### config.mk
export PLATFORM = sky130hd
export DESIGN_NAME = crlf_line_command_classifier
export DESIGN_NICKNAME = d
export VERILOG_FILES = /design/src/clcc_pkg.sv /design/src/clcc_front.sv /design/src/clcc_fifo.sv /design/src/clcc_back.sv /design/src/crlf_line_command_classifier.sv
export SDC_FILE = /design/constraint.sdc
export NUM_CORES = 1
export LEC_CHECK = 0
export ABC_AREA = 1
export BUFFER_PORTS_ARGS = -buffer_cell sky130_fd_sc_hd__buf_2
export CAP_MARGIN = 20
export CORE_ASPECT_RATIO = 1.25
export CORE_UTILIZATION = 40
export CTS_CLUSTER_DIAMETER = 50
export DETAILED_ROUTE_END_ITERATION = 8
export PLACE_DENSITY_LB_ADDON = 0.08
export SYNTH_ARGS = -nofsm -noshare
export SYNTH_HDL_FRONTEND = slang
export SYNTH_SLANG_ARGS = --single-unit
export TNS_END_PERCENT = 10
### constraint.sdc
create_clock -name clk -period 3.58 [get_ports clk]
set_input_delay 0.716 -clock clk [delete_from_list [all_inputs] [get_ports clk]]
set_output_delay 0.716 -clock clk [all_outputs]
set_load 0.02 [all_outputs]
### src/clcc_pkg.sv
// Shared types, constants and the command lookup for the CRLF line command classifier.
package clcc_pkg;

  localparam int BUFFER_BYTES = 1024;
  localparam int LEN_W = 10;
  localparam int CODE_W = 4;
  localparam int KIND_W = 2;

  // Largest usable limit is one less than the buffer, and the register holds 10 bits.
  localparam int LIMIT_CAP_I = (BUFFER_BYTES - 1 > 1023) ? 1023 : (BUFFER_BYTES - 1);
  localparam logic [LEN_W-1:0] LIMIT_CAP = LEN_W'(LIMIT_CAP_I);
  localparam logic [LEN_W-1:0] MIN_LINE = LEN_W'(5);

  localparam logic [7:0] CHAR_CR = 8'h0D;
  localparam logic [7:0] CHAR_LF = 8'h0A;
  localparam logic [7:0] CHAR_LOW_A = 8'h61;
  localparam logic [7:0] CHAR_LOW_Z = 8'h7A;
  localparam logic [7:0] CASE_OFFSET = 8'h20;

  localparam logic [23:0] WORD_TOP = 24'h544F50;
  localparam int NUM_WORDS = 11;

  localparam logic [31:0] CMD_WORDS [NUM_WORDS] = '{
    32'h41504F50, // APOP
    32'h44454C45, // DELE
    32'h4C495354, // LIST
    32'h4E4F4F50, // NOOP
    32'h50415353, // PASS
    32'h51554954, // QUIT
    32'h52455452, // RETR
    32'h52534554, // RSET
    32'h53544154, // STAT
    32'h5549444C, // UIDL
    32'h55534552  // USER
  };

  typedef enum logic [CODE_W-1:0] {
    CMD_NONE = 4'd0,
    CMD_TOP  = 4'd1,
    CMD_APOP = 4'd2
  } cmd_code_t;

  typedef enum logic [KIND_W-1:0] {
    KIND_KNOWN    = 2'd0,
    KIND_UNKNOWN  = 2'd1,
    KIND_TOO_MUCH = 2'd2
  } result_kind_t;

  // One line-end or overflow request passed from the front to the back.
  typedef struct packed {
    logic               ovf;
    logic [CODE_W-1:0]  code;
    logic [LEN_W-1:0]   len;
  } line_evt_t;

  function automatic logic [CODE_W-1:0] cmd_lookup(input logic [31:0] head,
                                                   input logic [LEN_W-1:0] len);
    logic [CODE_W-1:0] code;
    code = CMD_NONE;
    if (len >= MIN_LINE) begin
      if (head[31:8] == WORD_TOP) begin
        code = CMD_TOP;
      end else begin
        for (int i = 0; i < NUM_WORDS; i++) begin
          if (head == CMD_WORDS[i]) code = CODE_W'(CMD_APOP) + CODE_W'(i);
        end
      end
    end
    return code;
  endfunction

endpackage

### src/clcc_front.sv
// Line framer: tracks length, head bytes, CR state and close state, and raises line requests.
module clcc_front import clcc_pkg::*; (
  input  logic              clk,
  input  logic              rst_n,
  input  logic              cfg_wr_en,
  input  logic [LEN_W-1:0]  cfg_wr_data,
  input  logic              accept,
  input  logic              req_type,
  input  logic [7:0]        data_byte,
  output logic              evt_push,
  output line_evt_t         evt
);

  logic [LEN_W-1:0] limit_r, limit_nxt;
  logic [LEN_W-1:0] count_r, count_nxt;
  logic             last_cr_r, last_cr_nxt;
  logic [31:0]      head_r, head_nxt;
  logic             closed_r, closed_nxt;

  logic [7:0]       folded;
  logic [31:0]      head_upd;
  logic [LEN_W-1:0] count_inc;
  logic             eol;
  logic             ovf;
  logic [CODE_W-1:0] code;

  always_comb begin
    limit_nxt = limit_r;
    if (cfg_wr_en) begin
      if (cfg_wr_data > LIMIT_CAP) limit_nxt = LIMIT_CAP;
      else if (cfg_wr_data < MIN_LINE) limit_nxt = MIN_LINE;
      else limit_nxt = cfg_wr_data;
    end
  end

  always_comb begin
    folded = data_byte;
    if (data_byte >= CHAR_LOW_A && data_byte <= CHAR_LOW_Z) folded = data_byte - CASE_OFFSET;

    head_upd = head_r;
    if (count_r[LEN_W-1:2] == '0) begin
      case (count_r[1:0])
        2'd0:    head_upd[31:24] = head_r[31:24] | folded;
        2'd1:    head_upd[23:16] = head_r[23:16] | folded;
        2'd2:    head_upd[15:8]  = head_r[15:8]  | folded;
        2'd3:    head_upd[7:0]   = head_r[7:0]   | folded;
        default: head_upd = head_r;
      endcase
    end

    count_inc = count_r + LEN_W'(1);
    eol = last_cr_r && (data_byte == CHAR_LF);
    ovf = !eol && (count_inc >= limit_r);
    code = cmd_lookup(head_upd, count_inc);

    count_nxt   = count_r;
    last_cr_nxt = last_cr_r;
    head_nxt    = head_r;
    closed_nxt  = closed_r;
    evt_push    = 1'b0;
    evt.ovf     = ovf;
    evt.code    = eol ? code : CODE_W'(CMD_NONE);
    evt.len     = count_inc;

    if (accept) begin
      if (req_type) begin
        count_nxt   = '0;
        last_cr_nxt = 1'b0;
        head_nxt    = '0;
        closed_nxt  = 1'b0;
      end else if (!closed_r) begin
        if (eol || ovf) begin
          evt_push    = 1'b1;
          count_nxt   = '0;
          last_cr_nxt = 1'b0;
          head_nxt    = '0;
          closed_nxt  = ovf || (code == CMD_NONE);
        end else begin
          count_nxt   = count_inc;
          last_cr_nxt = (data_byte == CHAR_CR);
          head_nxt    = head_upd;
        end
      end
    end
  end

  always_ff @(posedge clk) begin
    if (!rst_n) begin
      limit_r   <= LIMIT_CAP;
      count_r   <= '0;
      last_cr_r <= 1'b0;
      head_r    <= '0;
      closed_r  <= 1'b0;
    end else begin
      limit_r   <= limit_nxt;
      count_r   <= count_nxt;
      last_cr_r <= last_cr_nxt;
      head_r    <= head_nxt;
      closed_r  <= closed_nxt;
    end
  end

endmodule

### src/clcc_fifo.sv
// Two-entry queue of line requests between the framer and the result stage.
module clcc_fifo import clcc_pkg::*; (
  input  logic      clk,
  input  logic      rst_n,
  input  logic      push,
  input  line_evt_t push_data,
  input  logic      pop,
  output line_evt_t pop_data,
  output logic      empty,
  output logic      full
);

  line_evt_t  mem [2];
  logic       wr_ptr_r, wr_ptr_nxt;
  logic       rd_ptr_r, rd_ptr_nxt;
  logic [1:0] cnt_r, cnt_nxt;

  assign empty    = (cnt_r == 2'd0);
  assign full     = (cnt_r == 2'd2);
  assign pop_data = mem[rd_ptr_r];

  always_comb begin
    wr_ptr_nxt = wr_ptr_r ^ push;
    rd_ptr_nxt = rd_ptr_r ^ pop;
    cnt_nxt    = cnt_r + {1'b0, push} - {1'b0, pop};
  end

  always_ff @(posedge clk) begin
    if (push) mem[wr_ptr_r] <= push_data;
  end

  always_ff @(posedge clk) begin
    if (!rst_n) begin
      wr_ptr_r <= 1'b0;
      rd_ptr_r <= 1'b0;
      cnt_r    <= 2'd0;
    end else begin
      wr_ptr_r <= wr_ptr_nxt;
      rd_ptr_r <= rd_ptr_nxt;
      cnt_r    <= cnt_nxt;
    end
  end

endmodule

### src/clcc_back.sv
// Result stage: turns a queued line request into a result and holds it in the output register.
module clcc_back import clcc_pkg::*; (
  input  logic               clk,
  input  logic               rst_n,
  input  logic               evt_avail,
  input  line_evt_t          evt,
  output logic               evt_pop,
  output logic               out_valid,
  input  logic               out_ready,
  output logic [KIND_W-1:0]  result_kind,
  output logic [CODE_W-1:0]  command_code,
  output logic [LEN_W-1:0]   line_length,
  output logic               closing
);

  logic               valid_r, valid_nxt;
  logic [KIND_W-1:0]  kind_r, kind_nxt;
  logic [CODE_W-1:0]  code_r, code_nxt;
  logic [LEN_W-1:0]   len_r, len_nxt;
  logic               close_r, close_nxt;
  logic               load;

  always_comb begin
    load    = !valid_r || out_ready;
    evt_pop = load && evt_avail;

    valid_nxt = valid_r;
    if (load) valid_nxt = evt_avail;

    if (evt.ovf) kind_nxt = KIND_TOO_MUCH;
    else if (evt.code != CMD_NONE) kind_nxt = KIND_KNOWN;
    else kind_nxt = KIND_UNKNOWN;
    code_nxt  = evt.code;
    len_nxt   = evt.len;
    close_nxt = evt.ovf || (evt.code == CMD_NONE);
  end

  always_ff @(posedge clk) begin
    if (!rst_n) valid_r <= 1'b0;
    else valid_r <= valid_nxt;
  end

  always_ff @(posedge clk) begin
    if (evt_pop) begin
      kind_r  <= kind_nxt;
      code_r  <= code_nxt;
      len_r   <= len_nxt;
      close_r <= close_nxt;
    end
  end

  assign out_valid    = valid_r;
  assign result_kind  = kind_r;
  assign command_code = code_r;
  assign line_length  = len_r;
  assign closing      = close_r;

endmodule

### src/crlf_line_command_classifier.sv
// A line's result goes from the framer into the request queue and then into the output register.
// Throughput: one byte per cycle; the framer keeps taking bytes while a result waits,
// until the two-entry request queue between framer and result stage fills.
// Reset (rst_n low, synchronous): line state and close state clear, the line limit returns
// to 1023, and the queue and output register empty.
module crlf_line_command_classifier import clcc_pkg::*; (
  input  logic              clk,
  input  logic              rst_n,
  input  logic              cfg_wr_en,
  input  logic [LEN_W-1:0]  cfg_wr_data,
  input  logic              in_tvalid,
  output logic              in_tready,
  input  logic [7:0]        in_tdata,   // [7:0] data_byte
  input  logic              in_tuser,   // [0] req_type
  output logic              out_tvalid,
  input  logic              out_tready,
  output logic [15:0]       out_tdata,  // [3:0] command_code, [13:4] line_length, [14] closing
  output logic [KIND_W-1:0] out_tuser   // [1:0] result_kind
);

  logic       in_accept;
  logic       evt_push;
  line_evt_t  evt_in;
  line_evt_t  evt_out;
  logic       evt_pop;
  logic       q_empty;
  logic       q_full;
  logic [CODE_W-1:0] command_code;
  logic [LEN_W-1:0]  line_length;
  logic              closing;

  assign in_tready = !q_full;
  assign in_accept = in_tvalid && in_tready;

  clcc_front u_front (
    .clk         (clk),
    .rst_n       (rst_n),
    .cfg_wr_en   (cfg_wr_en),
    .cfg_wr_data (cfg_wr_data),
    .accept      (in_accept),
    .req_type    (in_tuser),
    .data_byte   (in_tdata),
    .evt_push    (evt_push),
    .evt         (evt_in)
  );

  clcc_fifo u_fifo (
    .clk       (clk),
    .rst_n     (rst_n),
    .push      (evt_push),
    .push_data (evt_in),
    .pop       (evt_pop),
    .pop_data  (evt_out),
    .empty     (q_empty),
    .full      (q_full)
  );

  clcc_back u_back (
    .clk          (clk),
    .rst_n        (rst_n),
    .evt_avail    (!q_empty),
    .evt          (evt_out),
    .evt_pop      (evt_pop),
    .out_valid    (out_tvalid),
    .out_ready    (out_tready),
    .result_kind  (out_tuser),
    .command_code (command_code),
    .line_length  (line_length),
    .closing      (closing)
  );

  assign out_tdata = {1'b0, closing, line_length, command_code};

endmodule

==> metrics.txt, run 1 <==
# TYPE chip_impl_metric gauge
chip_impl_metric{name="drive_above_1_share",unit="%"} 22.5
chip_impl_metric{name="postSynthNetCount",unit=""} 822
chip_impl_metric{name="power.static_leakage",unit="nW"} 3.00
chip_impl_info{name="regToRegStartpoint",value="u_front.count_r[0]$_SDFFE_PN0P_"} 1
chip_impl_metric{name="via_count_of_the_first_global_routing_pass",unit=""} 5215
chip_impl_info{name="type_of_origin_of_the_critical_path",value="register"} 1
chip_impl_info{name="min-delay-start",value="u_front.head_r[21]$_SDFFE_PN0P_"} 1
chip_impl_metric{name="synth.lib_cells_used.distinct",unit=""} 46
chip_impl_metric{name="grt_util_met2",unit="%"} 41.6
chip_impl_metric{name="final_antenna_net_count",unit=""} 0
chip_impl_metric{name="globalRouteTotalUtil",unit="%"} 21.8
chip_impl_metric{name="compound_gate_fraction_of_synth_area",unit="%"} 12.1
chip_impl_metric{name="layout_worst_path_cycle_share",unit="%"} 94.8
chip_impl_metric{name="die_w",unit="µm"} 112
chip_impl_metric{name="num-fill-cells",unit=""} 1503
chip_impl_metric{name="synthSimpleGateAreaFrac",unit="%"} 28.2
chip_impl_metric{name="final.setup.worst_slack",unit="ps"} 185
chip_impl_metric{name="grt-ovfl-total",unit=""} 0
chip_impl_metric{name="overall_via_count_from_detail_route",unit=""} 5345
chip_impl_info{name="run_status",value="complete, no violations"} 1
chip_impl_metric{name="initialDrtViolationCount",unit=""} 264
chip_impl_metric{name="clock_latency",unit="ps"} 350
chip_impl_metric{name="cts-root-to-sink-buffers",unit=""} 2
chip_impl_metric{name="final.setup.tns",unit="ps"} 0
chip_impl_metric{name="max_slew_margin",unit="%"} 37.9
chip_impl_metric{name="nNetsFinal",unit=""} 881
chip_impl_metric{name="ff_latch_area",unit="mm²"} 0.00262
chip_impl_metric{name="drt-vias-per-instance",unit=""} 5.21
chip_impl_metric{name="insertedDiodeCount",unit=""} 0
chip_impl_info{name="critical-path-top-cell-by-count",value="sky130_fd_sc_hd__inv_2"} 1
chip_impl_metric{name="report.final.hold_viol_count",unit=""} 0
chip_impl_metric{name="number_of_buffers_inserted_by_hold_repair_at_cts",unit=""} 0
chip_impl_info{name="setup.worst_path.class",value="register to register"} 1
chip_impl_metric{name="ioPinCount",unit=""} 44
chip_impl_info{name="grt.busiest_layer",value="met2"} 1
chip_impl_metric{name="final_util",unit="%"} 47.1
chip_impl_metric{name="detail_route.wl_per_cell",unit="µm"} 16.3
chip_impl_metric{name="met3_usage",unit="%"} 3.85
chip_impl_metric{name="postSynthRegisterBits",unit=""} 107
chip_impl_metric{name="num_rows",unit=""} 50
chip_impl_metric{name="number_of_pins_with_negative_max_slew_slack_in_the_final_report",unit=""} 0
chip_impl_metric{name="multiInputGateArea",unit="mm²"} 0.00305
chip_impl_info{name="cp_cell_sequence",value="inv_2, nor3_2, nand2_1, nor2_2, nand3_2, nand3b_1, xor2_1, inv_1, ha_4, nand2_4, nor2_2, o211ai_1, o2111ai_1, a31oi_1, nand2_1, inv_2, nor2_4, inv_2, ha_4, inv_2, ha_4, xor2_2, o21ai_1, a21oi_1"} 1
chip_impl_metric{name="flow.area_growth_from_synthesis",unit="%"} 15.5
chip_impl_metric{name="initial_core_util",unit="%"} 40.8
chip_impl_info{name="timing.critical_path.from",value="u_front.count_r[0]$_SDFFE_PN0P_"} 1
chip_impl_info{name="synth-main-ff-cell",value="sky130_fd_sc_hd__dfxtp_1"} 1
chip_impl_metric{name="dp_cells",unit=""} 1003
chip_impl_metric{name="async_reset_ff_share",unit="%"} 0
chip_impl_metric{name="place_congestion",unit=""} 0.924
chip_impl_metric{name="max-cap-violations",unit=""} 0
chip_impl_metric{name="netlist.area_leader.share",unit="%"} 23.1
chip_impl_metric{name="firstDrtPassIters",unit=""} 4
chip_impl_metric{name="tightestPinTransition",unit="ps"} 932
chip_impl_metric{name="syn_inst",unit=""} 779
chip_impl_metric{name="global_route.usage.met1",unit="%"} 23.0
chip_impl_metric{name="ff2ff_setup_slack",unit="ps"} 190
chip_impl_info{name="worst_setup_path_end_kind",value="register"} 1
chip_impl_info{name="slowest_stage",value="sky130_fd_sc_hd__dfxtp_2"} 1
chip_impl_info{name="hold_path.class",value="register to register"} 1
chip_impl_metric{name="synthXorXnorAreaFrac",unit="%"} 1.01
chip_impl_metric{name="die_height",unit="µm"} 140
chip_impl_metric{name="synth.yosys.warnings",unit=""} 0
chip_impl_metric{name="post-layout-total-power",unit="mW"} 3.21
chip_impl_metric{name="power_density",unit="mW/mm²"} 456
chip_impl_metric{name="layout_min_cycle_time",unit="ps"} 3390
chip_impl_metric{name="fin_worst_skew",unit="ps"} 11.9
chip_impl_metric{name="final_cell_count_no_fill",unit=""} 1025
chip_impl_metric{name="dpl.hpwl",unit="µm"} 12600
chip_impl_metric{name="die-area",unit="mm²"} 0.0157
chip_impl_metric{name="setup_violations",unit=""} 0
chip_impl_metric{name="core_area",unit="mm²"} 0.0150
chip_impl_info{name="clockRootBuffer",value="sky130_fd_sc_hd__clkbuf_16"} 1
chip_impl_metric{name="cp_arrival",unit="ps"} 3630
chip_impl_info{name="ranking_of_synthesized_cells_by_area",value="sky130_fd_sc_hd__edfxtp_1 23%, sky130_fd_sc_hd__dfxtp_1 20%, sky130_fd_sc_hd__nand2_1 10%, sky130_fd_sc_hd__inv_1 6.6%, sky130_fd_sc_hd__nor2_1 4.7%"} 1
chip_impl_metric{name="post_synth.cell_area_avg",unit="µm²"} 7.83
chip_impl_metric{name="cts.reportedPaths.clkPinSlew",unit="ps"} 80
chip_impl_metric{name="antenna_found_initial",unit=""} 0
chip_impl_info{name="dominant_combinational_cell_family_by_area_after_synthesis",value="simple AND/OR/NAND/NOR gates"} 1
chip_impl_metric{name="clkSinkCount",unit=""} 107
chip_impl_metric{name="synth_seq_area_share",unit="%"} 42.8
chip_impl_metric{name="max-vdd-ir-drop",unit="µV"} 264
chip_impl_metric{name="post_synth_instance_area",unit="mm²"} 0.00610
chip_impl_metric{name="synth_mux_area_share",unit="%"} 2.59
chip_impl_metric{name="cp_slowest_stage_delay",unit="ps"} 340
chip_impl_metric{name="drt_drc_violations_left",unit=""} 0
chip_impl_metric{name="worst-endpoint-required",unit="ps"} 3810
chip_impl_metric{name="grt_pass1_wl",unit="µm"} 26400
chip_impl_metric{name="numCtsBuffers",unit=""} 9
chip_impl_metric{name="fmax",unit="GHz"} 0.295
chip_impl_metric{name="grt_max_degree",unit=""} 46
chip_impl_metric{name="place.port_buffers",unit=""} 42
chip_impl_metric{name="synth_enable_flop_cells",unit=""} 47
chip_impl_metric{name="crit_fanout",unit=""} 3
chip_impl_metric{name="h-tree-depth",unit=""} 3
chip_impl_metric{name="dp_worst_setup_slack",unit="ps"} -42.9
chip_impl_info{name="synthDominantAreaCellType",value="sky130_fd_sc_hd__edfxtp_1"} 1
chip_impl_info{name="cts_tree",value="done"} 1
chip_impl_metric{name="drt_wl_total",unit="µm"} 16700
chip_impl_metric{name="synth_fa_ha_area_share",unit="%"} 3.90
==> cell families after synthesis <==
family,count (synthesis)
simple gates,375
buf+inv,140
compound gates,116
flops,107
fa+ha+maj,19
mux,14
xor+xnor,7
other cells,1
==> Yosys cell counts (3+ instances only) <==
| cell type | count |
|---|---|
| sky130_fd_sc_hd__nor4_1 | 3 |
| sky130_fd_sc_hd__mux2_2 | 14 |
| sky130_fd_sc_hd__o211ai_1 | 4 |
| sky130_fd_sc_hd__a21oi_2 | 3 |
| sky130_fd_sc_hd__nor3_1 | 18 |
| sky130_fd_sc_hd__edfxtp_1 | 47 |
| sky130_fd_sc_hd__a211oi_1 | 23 |
| sky130_fd_sc_hd__nand3_2 | 6 |
| sky130_fd_sc_hd__clkbuf_1 | 19 |
| sky130_fd_sc_hd__nand3_1 | 51 |
| sky130_fd_sc_hd__nand2_2 | 10 |
| sky130_fd_sc_hd__nand4_1 | 18 |
| sky130_fd_sc_hd__a21oi_1 | 47 |
| sky130_fd_sc_hd__nor3_2 | 3 |
| sky130_fd_sc_hd__nand2_1 | 169 |
| sky130_fd_sc_hd__ha_1 | 19 |
| sky130_fd_sc_hd__o21ai_2 | 13 |
| sky130_fd_sc_hd__dfxtp_1 | 60 |
| sky130_fd_sc_hd__inv_1 | 107 |
| sky130_fd_sc_hd__nor2_2 | 10 |
| sky130_fd_sc_hd__nor2_1 | 76 |
| sky130_fd_sc_hd__o2111ai_1 | 3 |
| sky130_fd_sc_hd__xor2_1 | 6 |
| sky130_fd_sc_hd__inv_2 | 8 |
| sky130_fd_sc_hd__o21ai_0 | 14 |
==> per-layer routing <==
layer  wire length, µm  vias up  share of wire [%]
met5                 0        -                  0
met4               639        0                3.8
met3               509       32                3.1
met2              8830      108                 53
met1              6680     2496                 40
li1                  -     2709                  -
==> critical path, delay by kind of cell, from the launching register on <==
kind            cells  cell delay [ps]
compound gates      5              480
xor+xnor            2              340
fa+ha+maj           3              720
buf+inv             5              310
flops               1              340
simple gates        9             1090
==> cell usage in the layout (no fill, tap or decap), types with 3 or more instances in the layout <==
cell type / count
sky130_fd_sc_hd__nand2_1: 166
sky130_fd_sc_hd__a211oi_1: 23
sky130_fd_sc_hd__inv_2: 14
sky130_fd_sc_hd__ha_1: 15
sky130_fd_sc_hd__mux2_2: 14
sky130_fd_sc_hd__xor2_2: 3
sky130_fd_sc_hd__buf_2: 42
sky130_fd_sc_hd__nand3_2: 7
sky130_fd_sc_hd__dfxtp_2: 3
sky130_fd_sc_hd__o211ai_1: 4
sky130_fd_sc_hd__buf_4: 30
sky130_fd_sc_hd__nor2_4: 3
sky130_fd_sc_hd__inv_1: 101
sky130_fd_sc_hd__nor3_2: 4
sky130_fd_sc_hd__clkbuf_16: 9
sky130_fd_sc_hd__nor4_1: 3
sky130_fd_sc_hd__a21oi_2: 4
sky130_fd_sc_hd__nor2_2: 13
sky130_fd_sc_hd__nand2_2: 12
sky130_fd_sc_hd__a21oi_1: 46
sky130_fd_sc_hd__nor2_1: 71
sky130_fd_sc_hd__xor2_1: 3
sky130_fd_sc_hd__dfxtp_1: 57
sky130_fd_sc_hd__nand3_1: 50
sky130_fd_sc_hd__o21ai_2: 14
sky130_fd_sc_hd__nand4_1: 18
sky130_fd_sc_hd__edfxtp_1: 47
sky130_fd_sc_hd__o21ai_0: 13
sky130_fd_sc_hd__nor3_1: 17
sky130_fd_sc_hd__ha_4: 4
sky130_fd_sc_hd__o2111ai_1: 3
==> area by class of cell <==
type | instances | area share, %
inverter | 116 | 6.18
multi-input combinational | 532 | 43.3
clock buffer | 10 | 3.31
timing repair buffer | 72 | 6.18
clock inverter | 6 | 0.675
tap | 182 | 3.23
sequential | 107 | 37.2
==> path summary, 6_finish.rpt <==
check                                     to  cells after the start
min reg2reg  u_front.head_r[21]$_SDFFE_PN0P_                      2
max reg2reg       u_fifo.cnt_r[1]$_SDFF_PN0_                     24
max               u_fifo.cnt_r[1]$_SDFF_PN0_                     24
min          u_front.head_r[21]$_SDFFE_PN0P_                      2
==> registers in the layout, indices dropped and copies added, names as in the netlist, named ones only <==
register,count
u_front.head_r,32
u_fifo.mem,30
u_back.line_length,10
u_front.count_r,10
u_front.limit_r,10
u_back.command_code,4
u_back.result_kind,2
u_fifo.cnt_r,2
u_back.closing,1
u_back.out_valid,1
u_fifo.rd_ptr_r,1
u_fifo.wr_ptr_r,1
u_front.closed_r,1
u_front.last_cr_r,1
==> repair_timing <==
action                                  4_1_cts  5_1_grt
setup buffers                                 0        6
endpoints found under the setup margin        1       36
pin swaps                                     0        9
cloned                                        0        0
resized for setup                             2       30
==> metrics by stage <==
step,cell area (µm²),hold slack (ps)
2_1_floorplan,6100,441
3_3_place_gp,6590,448
3_5_place_dp,6590,454
4_1_cts,6870,466
5_1_grt,7040,482
6_report,7040,464
==> power by group <==
part,total [mW],switching (mW),internal (mW)
sequential,1.48,0.0620,1.41
clock,0.952,0.464,0.488
combinational,0.785,0.538,0.248
total,3.21,1.06,2.15
(Power assumes the default switching activity.)
==> run 2: changes to the inputs <==
--- a/config.mk
+++ b/config.mk
@@ -5,11 +5,11 @@
 export SDC_FILE = /design/constraint.sdc
 export NUM_CORES = 1
 export LEC_CHECK = 0
-export ABC_AREA = 1
 export BUFFER_PORTS_ARGS = -buffer_cell sky130_fd_sc_hd__buf_2
 export CAP_MARGIN = 20
 export CORE_ASPECT_RATIO = 1.25
 export CORE_UTILIZATION = 40
+export CTS_BUF_LIST = sky130_fd_sc_hd__clkbuf_4
 export CTS_CLUSTER_DIAMETER = 50
 export DETAILED_ROUTE_END_ITERATION = 8
 export PLACE_DENSITY_LB_ADDON = 0.08
==> run 2 against run 1 <==
  * Critical path depth down 13
  * Cell count fell by 19%
  * Combinational power about the same
  * Largest cell class unchanged
==> metrics.txt, run 2 <==
# TYPE chip_impl_metric gauge
chip_impl_metric{name="initial_core_util",unit="%"} 40.9
chip_impl_metric{name="synth.yosys.warnings",unit=""} 0
chip_impl_metric{name="worst-endpoint-required",unit="ps"} 3990
chip_impl_info{name="top_regs",value="u_front.head_r: 32 flops, u_fifo.mem: 30 flops"} 1
chip_impl_metric{name="max_slew_margin",unit="%"} 55.4
chip_impl_metric{name="max-vdd-ir-drop",unit="µV"} 258
chip_impl_metric{name="largest_register_ffs",unit=""} 32
chip_impl_info{name="ranking_of_synthesized_cells_by_area",value="sky130_fd_sc_hd__edfxtp_1 25%, sky130_fd_sc_hd__dfxtp_1 21%, sky130_fd_sc_hd__nor2_1 4.7%, sky130_fd_sc_hd__ha_1 4.2%, sky130_fd_sc_hd__a32oi_1 3.4%"} 1
chip_impl_metric{name="ioPinCount",unit=""} 44
chip_impl_metric{name="firstDrtPassIters",unit=""} 5
chip_impl_metric{name="nNetsFinal",unit=""} 689
chip_impl_info{name="critical-path-top-cell-by-count",value="sky130_fd_sc_hd__nand4_1"} 1
chip_impl_metric{name="crit_fanout",unit=""} 7
chip_impl_metric{name="h-tree-depth",unit=""} 3
chip_impl_info{name="rsz0062_at_grt",value="false"} 1
chip_impl_metric{name="layout_worst_path_cycle_share",unit="%"} 93.6
chip_impl_metric{name="number_of_buffers_inserted_by_hold_repair_at_cts",unit=""} 0
chip_impl_metric{name="die_w",unit="µm"} 108
chip_impl_metric{name="clock_latency",unit="ps"} 470
chip_impl_info{name="layout_commonest_cell",value="sky130_fd_sc_hd__nor2_1"} 1
chip_impl_metric{name="final_antenna_net_count",unit=""} 0
chip_impl_metric{name="cts-root-to-sink-buffers",unit=""} 2
chip_impl_metric{name="num-fill-cells",unit=""} 1314
chip_impl_metric{name="synth_seq_area_share",unit="%"} 46.4
chip_impl_metric{name="overall_via_count_from_detail_route",unit=""} 4862
chip_impl_metric{name="placed_cell_area",unit="mm²"} 0.00642
chip_impl_metric{name="numCtsBuffers",unit=""} 9
chip_impl_metric{name="flow.area_growth_from_synthesis",unit="%"} 16.5
chip_impl_info{name="post-synth-top-count-cell",value="sky130_fd_sc_hd__nor2_1"} 1
chip_impl_metric{name="number_of_pins_with_negative_max_slew_slack_in_the_final_report",unit=""} 0
chip_impl_metric{name="core_area",unit="mm²"} 0.0138
chip_impl_metric{name="syn_inst",unit=""} 567
chip_impl_metric{name="num_rows",unit=""} 48
chip_impl_info{name="slowest_stage",value="sky130_fd_sc_hd__or4_1"} 1
chip_impl_metric{name="power.static_leakage",unit="nW"} 2.56
chip_impl_metric{name="dpl.hpwl",unit="µm"} 12800
chip_impl_metric{name="die-area",unit="mm²"} 0.0146
chip_impl_metric{name="fin_worst_skew",unit="ps"} 21.6
chip_impl_metric{name="final.setup.tns",unit="ps"} 0
chip_impl_metric{name="layout_min_cycle_time",unit="ps"} 3350
chip_impl_metric{name="postSynthNetCount",unit=""} 610
chip_impl_metric{name="post_cts.repair.setup_buffers",unit=""} 0
chip_impl_metric{name="drt-vias-per-instance",unit=""} 5.88
chip_impl_metric{name="post_synth.cell_area_avg",unit="µm²"} 9.93
chip_impl_metric{name="cp_arrival",unit="ps"} 3750
chip_impl_metric{name="initialDrtViolationCount",unit=""} 285
chip_impl_info{name="worst_setup_path_end_kind",value="register"} 1
chip_impl_metric{name="drt_drc_violations_left",unit=""} 0
chip_impl_metric{name="grt_max_degree",unit=""} 21
chip_impl_metric{name="setup_violations",unit=""} 0
chip_impl_metric{name="postSynthRegisterBits",unit=""} 107
chip_impl_info{name="cp_cell_sequence",value="buf_4, or4_1, nor3_4, nand2_1, o31a_4, nor4_1, nand4_1, and2_4, a22oi_1, nand4_1, a211oi_2"} 1
chip_impl_info{name="synth_top_cells_by_count",value="70 x sky130_fd_sc_hd__nor2_1, 60 x sky130_fd_sc_hd__dfxtp_1, 47 x sky130_fd_sc_hd__edfxtp_1, 30 x sky130_fd_sc_hd__clkbuf_1, 27 x sky130_fd_sc_hd__nand2_1"} 1
chip_impl_info{name="synthDominantAreaCellType",value="sky130_fd_sc_hd__edfxtp_1"} 1
chip_impl_metric{name="die_height",unit="µm"} 135
chip_impl_metric{name="synth.lib_cells_used.distinct",unit=""} 65
chip_impl_metric{name="grt-ovfl-total",unit=""} 0
chip_impl_metric{name="max-cap-violations",unit=""} 0
chip_impl_metric{name="antenna_found_initial",unit=""} 1
chip_impl_info{name="type_of_origin_of_the_critical_path",value="register"} 1
chip_impl_metric{name="final.setup.worst_slack",unit="ps"} 231
chip_impl_info{name="run_status",value="complete, no violations"} 1
chip_impl_metric{name="place_congestion",unit=""} 0.937
chip_impl_metric{name="report.final.hold_viol_count",unit=""} 0
chip_impl_info{name="most-common-layout-cells",value="69 x sky130_fd_sc_hd__nor2_1, 63 x sky130_fd_sc_hd__buf_4, 60 x sky130_fd_sc_hd__dfxtp_1, 47 x sky130_fd_sc_hd__edfxtp_1, 42 x sky130_fd_sc_hd__buf_2"} 1
chip_impl_metric{name="synth_enable_flop_cells",unit=""} 47
chip_impl_metric{name="fmax",unit="GHz"} 0.299
chip_impl_metric{name="whs",unit="ps"} 458
chip_impl_metric{name="dp_worst_setup_slack",unit="ps"} -38.6
chip_impl_metric{name="cts.reportedPaths.clkPinSlew",unit="ps"} 180
chip_impl_metric{name="place.port_buffers",unit=""} 42
chip_impl_metric{name="drive_above_1_share",unit="%"} 24.4
chip_impl_metric{name="cts_repair_resize_count",unit=""} 0
chip_impl_metric{name="detail_route.wl_per_cell",unit="µm"} 19.9
chip_impl_info{name="hold_path.class",value="input pin to register"} 1
chip_impl_metric{name="post_synth_instance_area",unit="mm²"} 0.00563
chip_impl_metric{name="tightestPinTransition",unit="ps"} 652
chip_impl_info{name="cts_tree",value="done"} 1
chip_impl_metric{name="clkSinkCount",unit=""} 107
chip_impl_metric{name="cp_slowest_stage_delay",unit="ps"} 680
chip_impl_metric{name="finalInstanceArea",unit="mm²"} 0.00656
chip_impl_metric{name="globalRouteTotalUtil",unit="%"} 23.4
chip_impl_metric{name="netlist.area_leader.share",unit="%"} 25.1
chip_impl_info{name="clockRootBuffer",value="sky130_fd_sc_hd__clkbuf_4"} 1
chip_impl_info{name="setup.worst_path.class",value="register to register"} 1
chip_impl_metric{name="async_reset_ff_share",unit="%"} 0
chip_impl_metric{name="grt_pass1_wl",unit="µm"} 25600
chip_impl_info{name="biggest_register",value="u_front.head_r"} 1
chip_impl_metric{name="via_count_of_the_first_global_routing_pass",unit=""} 4798
chip_impl_metric{name="power_density",unit="mW/mm²"} 442
chip_impl_metric{name="drt_wl_total",unit="µm"} 16500
chip_impl_info{name="synth-main-ff-cell",value="sky130_fd_sc_hd__dfxtp_1"} 1
-- run 2: changes by cell type after synthesis, sizes merged, moves of 16 or more --
| cell | change |
|---|---|
| a211oi | -19 |
| a21oi | -37 |
| a32oi | +22 |
| a41oi | +18 |
| and3 | +16 |
| inv | -93 |
| nand2 | -153 |
| nand3 | -41 |
| nor2 | -18 |
| o21ai | -17 |
-- run 2: final cells by class --
cell class	instances	area [µm²]	share of cell area, %
Tap cell	175	219	3.34
Inverter	22	82.6	1.26
Timing Repair Buffer	107	723	11.0
Clock inverter	6	57.6	0.878
Clock buffer	10	75.1	1.14
Antenna cell	1	2.50	0.0382
Multi-Input combinational cell	399	2790	42.5
Sequential cell	107	2610	39.8
-- run 2: power breakdown --
group / switching (mW) / total [mW] / internal (mW)
clock: 0.451 / 0.619 / 0.168
combinational: 0.473 / 0.788 / 0.315
sequential: 0.0687 / 1.49 / 1.42
-- run 2: final timing paths --
path,end,slack [ps],cells after the start,startpoint
max,u_front.closed_r$_SDFFE_PN0P_,230,11,u_front.count_r[2]$_SDFFE_PN0P_
min,u_front.limit_r[5]$_SDFFE_PN1P_,460,3,cfg_wr_data[5]
max reg2reg,u_front.closed_r$_SDFFE_PN0P_,230,11,u_front.count_r[2]$_SDFFE_PN0P_
min reg2reg,u_front.head_r[23]$_SDFFE_PN0P_,480,1,u_front.head_r[23]$_SDFFE_PN0P_
-- run 2: metal layers --
| layer | global-route usage, % | part of all wire (%) | up-vias |
|---|---|---|---|
| li1 | - | - | 2341 |
| met1 | 26.2 | 39 | 2316 |
| met2 | 42.9 | 52 | 157 |
| met3 | 3.14 | 4.1 | 48 |
| met4 | 11.6 | 4.4 | 0 |
| met5 | 0 | 0 | - |
-- run 2: critical path: cells and delay by family (launching register included) --
family / cells / cell delay [ps]
AOI/OAI and AO/OA: 3 / 680
and+or+nand+nor: 7 / 2090
DFF: 1 / 350
buffers and inverters: 1 / 160
-- run 2: through the flow --
step / power (mW) / utilization, % / cells
after global routing: 3.04 / 47.7 / 827
after floorplan: 2.03 / - / 567
after global placement: 2.30 / 46.7 / 810
after CTS: 2.93 / 47.6 / 826
final: 2.90 / 47.7 / 827
after detailed placement: 2.31 / 46.7 / 810
-- run 2: cells by family (layout without fill, tap and decap cells) --
group / after synthesis / count (layout) / synth area share [%]
simple gates: 216 / 216 / 21.0
mux: 15 / 15 / 3.00
compound gates: 138 / 138 / 19.2
other cells: 1 / 2 / 0.0666
flops: 107 / 107 / 46.4
buf+inv: 61 / 145 / 4.56
xor+xnor: 10 / 10 / 1.56
fa+ha+maj: 19 / 19 / 4.22
==> run 3: changes to the inputs <==
--- a/config.mk
+++ b/config.mk
@@ -7,8 +7,10 @@
 export LEC_CHECK = 0
 export BUFFER_PORTS_ARGS = -buffer_cell sky130_fd_sc_hd__buf_2
 export CAP_MARGIN = 20
+export CELL_PAD_IN_SITES_DETAIL_PLACEMENT = 2
+export CELL_PAD_IN_SITES_GLOBAL_PLACEMENT = 2
 export CORE_ASPECT_RATIO = 1.25
-export CORE_UTILIZATION = 40
+export CORE_UTILIZATION = 36
 export CTS_BUF_LIST = sky130_fd_sc_hd__clkbuf_4
 export CTS_CLUSTER_DIAMETER = 50
 export DETAILED_ROUTE_END_ITERATION = 8
==> run 3 against run 2 <==
  * Critical path depth up 6
  * First-iteration DRC count fell by 9.8%
  * Clock skew is 1.1 ps lower
  * Maximum frequency shrank 2.6%
  * Non-clock buffer count is 4 higher
  * Combinational power is 3.2% higher
  * Utilization is 3.6 points lower
  * Cell area grew 1.8%
  * Clock-buffer cell count shrank 1
  * Wire length rose by 15%
  * Global-route usage is 1.4 points higher
  * Worst setup slack worse by 89 ps
  * Critical path type unchanged
  * Highest routed layer unchanged
==> metrics.txt, run 3 (synthesis results as in run 2) <==
# TYPE chip_impl_metric gauge
chip_impl_metric{name="grt_max_degree",unit=""} 27
chip_impl_metric{name="multiInputGateArea",unit="mm²"} 0.00283
chip_impl_info{name="top_regs",value="u_front.head_r: 32 flops, u_fifo.mem: 30 flops"} 1
chip_impl_metric{name="post_cts.repair.setup_buffers",unit=""} 0
chip_impl_metric{name="num_rows",unit=""} 50
chip_impl_metric{name="fin_worst_skew",unit="ps"} 20.4
chip_impl_metric{name="die_w",unit="µm"} 114
chip_impl_metric{name="drt_wl_total",unit="µm"} 19000
chip_impl_info{name="layout_commonest_cell",value="sky130_fd_sc_hd__nor2_1"} 1
chip_impl_metric{name="nNetsFinal",unit=""} 693
chip_impl_metric{name="via_count_of_the_first_global_routing_pass",unit=""} 5331
chip_impl_info{name="rsz0062_at_grt",value="true"} 1
chip_impl_metric{name="clock_latency",unit="ps"} 500
chip_impl_info{name="biggest_register",value="u_front.head_r"} 1
chip_impl_metric{name="worst-endpoint-required",unit="ps"} 3990
chip_impl_info{name="type_of_origin_of_the_critical_path",value="register"} 1
chip_impl_metric{name="detail_route.wl_per_cell",unit="µm"} 22.0
chip_impl_metric{name="ioPinCount",unit=""} 44
chip_impl_metric{name="max-cap-violations",unit=""} 0
chip_impl_metric{name="globalRouteTotalUtil",unit="%"} 24.8
chip_impl_metric{name="max_slew_margin",unit="%"} 46.3
chip_impl_metric{name="drt-vias-per-instance",unit=""} 5.70
chip_impl_metric{name="max-vdd-ir-drop",unit="µV"} 145
chip_impl_metric{name="drive_above_1_share",unit="%"} 26.3
chip_impl_info{name="clockRootBuffer",value="sky130_fd_sc_hd__clkbuf_4"} 1
chip_impl_metric{name="whs",unit="ps"} 444
chip_impl_metric{name="fmax",unit="GHz"} 0.291
chip_impl_metric{name="dp_worst_setup_slack",unit="ps"} -117
chip_impl_info{name="hold_path.class",value="input pin to register"} 1
chip_impl_metric{name="layout_min_cycle_time",unit="ps"} 3440
chip_impl_metric{name="overall_via_count_from_detail_route",unit=""} 4926
chip_impl_metric{name="cts-root-to-sink-buffers",unit=""} 2
chip_impl_metric{name="cts.reportedPaths.clkPinSlew",unit="ps"} 170
chip_impl_info{name="most-common-layout-cells",value="69 x sky130_fd_sc_hd__nor2_1, 67 x sky130_fd_sc_hd__buf_4, 58 x sky130_fd_sc_hd__dfxtp_1, 47 x sky130_fd_sc_hd__edfxtp_1, 42 x sky130_fd_sc_hd__buf_2"} 1
chip_impl_metric{name="antenna_found_initial",unit=""} 1
chip_impl_metric{name="largest_register_ffs",unit=""} 32
chip_impl_metric{name="firstDrtPassIters",unit=""} 4
chip_impl_metric{name="numCtsBuffers",unit=""} 9
chip_impl_metric{name="core_area",unit="mm²"} 0.0151
chip_impl_info{name="worst_setup_path_end_kind",value="register"} 1
chip_impl_metric{name="setup_violations",unit=""} 0
chip_impl_metric{name="flow.area_growth_from_synthesis",unit="%"} 18.6
chip_impl_metric{name="layout_worst_path_cycle_share",unit="%"} 96.1
chip_impl_metric{name="grt-ovfl-total",unit=""} 0
chip_impl_metric{name="initial_core_util",unit="%"} 37.2
chip_impl_metric{name="die-area",unit="mm²"} 0.0161
chip_impl_metric{name="drt_drc_violations_left",unit=""} 0
chip_impl_metric{name="cp_arrival",unit="ps"} 3850
chip_impl_metric{name="power.static_leakage",unit="nW"} 2.60
chip_impl_metric{name="report.final.hold_viol_count",unit=""} 0
chip_impl_metric{name="initialDrtViolationCount",unit=""} 257
chip_impl_metric{name="num-fill-cells",unit=""} 1694
chip_impl_info{name="run_status",value="complete, no violations"} 1
chip_impl_metric{name="h-tree-depth",unit=""} 3
chip_impl_metric{name="power_density",unit="mW/mm²"} 439
chip_impl_info{name="cts_tree",value="done"} 1
chip_impl_metric{name="tightestPinTransition",unit="ps"} 804
chip_impl_metric{name="dpl.hpwl",unit="µm"} 15100
chip_impl_metric{name="number_of_pins_with_negative_max_slew_slack_in_the_final_report",unit=""} 0
chip_impl_metric{name="place.port_buffers",unit=""} 42
chip_impl_metric{name="place_congestion",unit=""} 0.945
chip_impl_info{name="setup.worst_path.class",value="register to register"} 1
chip_impl_metric{name="clkSinkCount",unit=""} 107
chip_impl_metric{name="crit_fanout",unit=""} 5
chip_impl_metric{name="ff_latch_area",unit="mm²"} 0.00262
chip_impl_metric{name="die_height",unit="µm"} 142
chip_impl_metric{name="final.setup.worst_slack",unit="ps"} 141
chip_impl_metric{name="final_antenna_net_count",unit=""} 0
chip_impl_metric{name="grt_pass1_wl",unit="µm"} 30100
run 3: cell types whose count changed in the layout (fill, tap and decap cells not counted), sizes merged:
| cell | change |
|---|---|
| inv | +1 |
| clkbuf | -1 |
| buf | +4 |
run 3: metrics by stage:
step	cell area, µm²	setup TNS, ps	util, %	total power [mW]	std cells
after floorplan	5630	0	-	2.03	567
after detailed placement	6490	-162	42.9	2.34	847
final	6680	0	44.1	2.93	864
after CTS	6620	0	43.8	2.97	863
after global routing	6680	-49.1	44.1	3.09	864
after global placement	6490	0	42.9	2.31	847
run 3: worst max-delay path: stages, from the launching register on:
cell and delay [ps]:
sky130_fd_sc_hd__dfxtp_1 380, sky130_fd_sc_hd__and3_1 220, sky130_fd_sc_hd__and3_1 270, sky130_fd_sc_hd__and3_1 200
sky130_fd_sc_hd__xor2_1 200, sky130_fd_sc_hd__ha_1 210, sky130_fd_sc_hd__o21a_1 140, sky130_fd_sc_hd__o21a_1 120
sky130_fd_sc_hd__o21ai_0 90, sky130_fd_sc_hd__a31oi_2 250, sky130_fd_sc_hd__nor2_1 70, sky130_fd_sc_hd__or2_2 290
sky130_fd_sc_hd__ha_1 270, sky130_fd_sc_hd__inv_1 60, sky130_fd_sc_hd__ha_1 170, sky130_fd_sc_hd__xor2_1 220
sky130_fd_sc_hd__xnor2_1 140, sky130_fd_sc_hd__nor2_1 50
run 3: power by group:
group / leakage (nW) / total, mW / switching (mW) / internal [mW]
logic: 1.61 / 0.813 / 0.492 / 0.321
registers: 0.920 / 1.49 / 0.0719 / 1.42
clock network: 0.0760 / 0.624 / 0.463 / 0.162
run 3: final timing paths:
kind / cells after the start / slack (ps) / startpoint / end
hold / removal: 3 / 440 / cfg_wr_data[4] / u_front.limit_r[4]$_SDFFE_PN1P_
setup reg to reg: 17 / 140 / u_front.count_r[3]$_SDFFE_PN0P_ / u_fifo.cnt_r[1]$_SDFF_PN0_
hold reg to reg: 1 / 510 / u_front.head_r[7]$_SDFFE_PN0P_ / u_front.head_r[7]$_SDFFE_PN0P_
setup / recovery: 17 / 140 / u_front.count_r[3]$_SDFFE_PN0P_ / u_fifo.cnt_r[1]$_SDFF_PN0_
run 3: per-layer routing:
metal,vias to the layer above,GRT usage [%],part of all wire [%]
met5,-,0,0
met4,0,10.2,2.9
met3,32,3.46,2.3
met2,77,47.3,55
met1,2468,27.4,40
li1,2349,-,-
run 3: area by class of cell:
cell class / count / share of cell area (%)
Clock buffer: 9 / 1.01
Multi-Input combinational cell: 399 / 42.4
Inverter: 22 / 1.24
Tap cell: 208 / 3.90
Antenna cell: 1 / 0.0375
Sequential cell: 107 / 39.2
Timing Repair Buffer: 111 / 11.3
Clock inverter: 7 / 1.01
run 3: timing repair:
item                                    4_1_cts  5_1_grt
resized for setup                             0       10
hold buffers                                  0        0
endpoints found under the hold margin         0        0
endpoints found under the setup margin        0        9
